==> config.mk <==
export PLATFORM = sky130hd
export DESIGN_NAME = slot_fl_ram
export DESIGN_NICKNAME = d
export VERILOG_FILES = /design/src/hw/rtl/slot_allocator_free_list_core_assert.svh /design/src/hw/rtl/slot_fl_ram.sv
export SDC_FILE = /design/constraint.sdc
export NUM_CORES = 1
export LEC_CHECK = 0
export ABC_AREA = 0
export BUFFER_PORTS_ARGS = -buffer_cell sky130_fd_sc_hd__buf_2
export CORE_MARGIN = 2
export CORE_UTILIZATION = 40
export DETAILED_ROUTE_END_ITERATION = 10
export SLEW_MARGIN = 20
export SYNTH_ARGS = -nofsm -noshare
export SYNTH_HDL_FRONTEND = slang
export SYNTH_SLANG_ARGS = --single-unit
==> constraint.sdc <==
create_clock -name clk -period 1.8 [get_ports clk]
set_clock_uncertainty 0.1 [all_clocks]
set_input_delay 0.36 -clock clk [delete_from_list [all_inputs] [get_ports clk]]
set_output_delay 0.36 -clock clk [all_outputs]
set_load 0.005 [all_outputs]
==> src/hw/rtl/slot_allocator_free_list_core_assert.svh <==
// Assertion macros shared by the slot allocator RTL.
// SFL_ASSERT checks a property on every rising clock edge outside reset.
// SFL_ASSERT_NEVER checks that a condition is never true outside reset.
`ifndef SLOT_ALLOCATOR_FREE_LIST_CORE_ASSERT_SVH
`define SLOT_ALLOCATOR_FREE_LIST_CORE_ASSERT_SVH

`ifndef SYNTH
`define SFL_ASSERT(lbl, clk, rst, prop) \
  lbl: assert property (@(posedge clk) disable iff (rst) (prop)) \
    else $error("slot allocator: property violated");
`define SFL_ASSERT_NEVER(lbl, clk, rst, cond) \
  lbl: assert property (@(posedge clk) disable iff (rst) !(cond)) \
    else $error("slot allocator: forbidden condition seen");
`else
`define SFL_ASSERT(lbl, clk, rst, prop)
`define SFL_ASSERT_NEVER(lbl, clk, rst, cond)
`endif

`endif

==> src/hw/rtl/slot_fl_ram.sv <==
`default_nettype none

// Simple dual-port RAM: one write port, one read port with registered data.
// Read data holds while rd_en is low.
module slot_fl_ram #(
  parameter int WIDTH = 8,
  parameter int DEPTH = 16,
  localparam int AW = (DEPTH > 1) ? $clog2(DEPTH) : 1
) (
  input  wire logic             clk,
  input  wire logic             wr_en,
  input  wire logic [AW-1:0]    wr_addr,
  input  wire logic [WIDTH-1:0] wr_data,
  input  wire logic             rd_en,
  input  wire logic [AW-1:0]    rd_addr,
  output logic      [WIDTH-1:0] rd_data
);

  logic [WIDTH-1:0] mem [DEPTH];

  always_ff @(posedge clk) begin
    if (wr_en) begin
      mem[wr_addr] <= wr_data;
    end
  end

  always_ff @(posedge clk) begin
    if (rd_en) begin
      rd_data <= mem[rd_addr];
    end
  end

endmodule

`default_nettype wire

[Word level (Yosys, flattened, before mapping)]
Memories as Yosys holds them, arrays and structs flattened. A register that Yosys moved wholly into a read port is not among the register bits.
Index checks and enable logic that the tools add are counted.
Word-level totals
  memories: 1
  RAM bits: 128
  input port bits: 19
  register bits: 0
  word-level logic and storage cells: 3
  output and inout port bits: 8
Memory list
  mem: words 16, width 8, read ports 1, clocked after Yosys merged registers in 1, wr ports 1, RTL line slot_fl_ram.sv:19  | logic [WIDTH-1:0] mem [DEPTH];
Cells by class
  mux-type cells: 2
Operator list (number)
  two-way mux 1 bit: 2

[Logic depth before layout (Yosys ltp)]
  depth in word-level cells: 2
  mapped depth: 5
  mapped depth without buffers: 3

[Worst setup path before layout]
No wires, ideal clock.
  path kind: input to register
  start: input wr_addr[2]
  end: memory mem[0][0] (enable)
  buffers on the path: 0
  required time: 1317 ps
  setup slack: -153 ps
  library setup time: 383 ps
  arrival: 1470 ps
  stages on the path: 2
  cells stage by stage: or3b_2 nor3_1
RTL lines
  from (decl): RTL line slot_fl_ram.sv:12  | input wire logic [AW-1:0] wr_addr,
  to (decl): RTL line slot_fl_ram.sv:19
Straight into the memory's write port.

==> results.toml <==
[timing]
finalHoldViolations = 0
finalMaxSlewViolations = 0
finalSetupViolations = 0
max-slew-margin-rel_pct = 48.9
rsz0062_at_grt = "no"
post-route-period-util_pct = 88.5
post-route-min-period_ps = 1590
timing.hold.ws_ps = 221
worstMarginPinSlew_ps = 763
setup_slack_ps = 206
fmax_mhz = 628
fin_tns_setup_ps = 0

[finish]
final_common_cell = "edfxtp_1"
final_cell_mix = "edfxtp_1, buf_2, buf_4"
post-route-util_pct = 50.6
syn2layout_area_growth_pct = 22.7
fin_area_um2 = 6410
fin_cells = 478
n_antenna_cell = 0
drive_gt1_share_pct = 34.0
nets = 313
nFillCells = 989

[global_route]
grt_pass1_vias = 2595
antenna_found_initial = 0
grt_overflow = 0
grt_max_degree = 26
grt_pass1_wl_mm = 15.2
globalRouteTotalUtil_pct = 15.2

[die]
io_pins = 27
rows = 41
die_w_um = 118
core_region_area_um2 = 12700
start_util_pct = 41.3
die_y_um = 118
dieArea_um2 = 14000

[clock_network]
root_buffer = "clkbuf_16"
ctsHtreeMaxLevel = 4
clkSinkCount = 136
clkLatencyLatePin_ps = 410
cts_made_buffers = 17
clock_path_buffers = 2
postCtsHoldBufs = 0
cts_resized = 0
cts_tree = "yes"
cts.reportedPaths.clkPinSlew_ps = 60
cts_setup_buffers = 0

[synthesis]
ys_seq_elements = 136
synthCells = 229
syn_nets = 248
synth_cell_types = 18
yosysTopAreaCell = "edfxtp_1"
ys_seq_area_share_pct = 78.1
ys_warn_count = 0
synth_top_area_share_pct = 78.1
syn_area_um2 = 5230
synth_area_leaders = "edfxtp_1, mux4_2, mux4_1"
synth_area_per_cell_um2 = 22.8

[worst_setup_path]
worstSetupStartpoint = "mem[5][3]"
required_ps = 1850
critPathCaptureType = "flip-flop"
r2r-start = "mem[5][3]"
cp.arrival_ps = 1650
reg2reg_to = "rd_data[3]"
cp_max_fo = 1
crit_path_end = "rd_data[3]"
criticalPathCategory = "flip-flop to flip-flop"
worstRegToRegCells = 3
r2r_slack_ps = 210
critPathLaunchType = "flip-flop"

[route]
first_iter_violations = 215
dr.pass1.iters = 4
vias_per_cell = 5.18
post-route-drc-count = 0
wl_per_cell_um = 20.8
drt_wl_total_mm = 9.96
vias = 2478
ant_nets = 0

[place]
post-dp-hpwl_mm = 6.57
dp.cells = 447
place_congestion = 0.745
dp_slack_ps = -187
place_area_um2 = 5780
numPortBuffers = 26

[power]
power.total_mw = 7.58
max-vdd-ir-drop_uv = 608
p_leak_nw = 2.19
powerDensity_nw_per_um2 = 1180

[job]
maxCapViolations = 0

[worst_hold_path]
hold_class = "primary input to flip-flop"

[run_status]
outcome = "finished, final reports clean"
cells in the mapped netlist, drive strengths merged:
| master | count |
|---|---|
| a22oi | 16 |
| and2 | 1 |
| and2b | 1 |
| buf | 7 |
| clkdlybuf4s25 | 3 |
| edfxtp | 136 |
| mux4 | 32 |
| nand2 | 9 |
| nand2b | 2 |
| nand3 | 1 |
| nand3b | 2 |
| nor2 | 13 |
| nor2b | 1 |
| nor3 | 4 |
| or3b | 1 |
final cells by class:
class                           instances  area (um^2)  area share, %
Clock inverter                         13          204           3.18
Timing Repair Buffer                   56          418           6.52
Multi-Input combinational cell         83         1060           16.6
Clock buffer                           18          429           6.69
Sequential cell                       136         4080           63.7
Tap cell                              172          215           3.36
sequential cells by signal (all words and copies together), names as in the netlist:
signal   cells
mem        128
rd_data      8
layer usage:
metal | vias up | routed length (um) | global-route usage [%]
met5 | - | 0 | 0
met4 | 0 | 167 | 6.33
met3 | 13 | 557 | 4.25
met2 | 70 | 4870 | 23.8
met1 | 1283 | 4370 | 20.1
li1 | 1112 | - | -
how the worst min path moves through the flow:
stage	slack, ps	end	startpoint	cells after the start
6_report	220	rd_data[4]	rd_en	1
5_1_grt	210	rd_data[4]	rd_en	1
4_1_cts	210	rd_data[4]	rd_en	1
3_5_place_dp	630	rd_data[0]	mem[14][0]	3
3_3_place_gp	630	rd_data[2]	mem[14][2]	3
2_1_floorplan	360	mem[0][0]	wr_data[0]	0
where the power goes:
group | total, mW | switching [mW] | leakage, nW | internal (mW)
clock network | 3.64 | 1.20 | 0.301 | 2.44
logic | 0.346 | 0.188 | 0.655 | 0.157
registers | 3.59 | 0.0175 | 1.24 | 3.57
critical path, stage by stage (launching register included):
cell and delay (ps):
edfxtp_1 350, mux4_1 560, a22oi_1 230, nand2_1 100
cell families after synthesis:
logic type | share of synthesized area, %
buf+inv | 1.65
simple gates | 3.14
flops | 78.1
mux | 14.8
compound gates | 2.30
No activity file was read; power rests on OpenSTA's default activity.
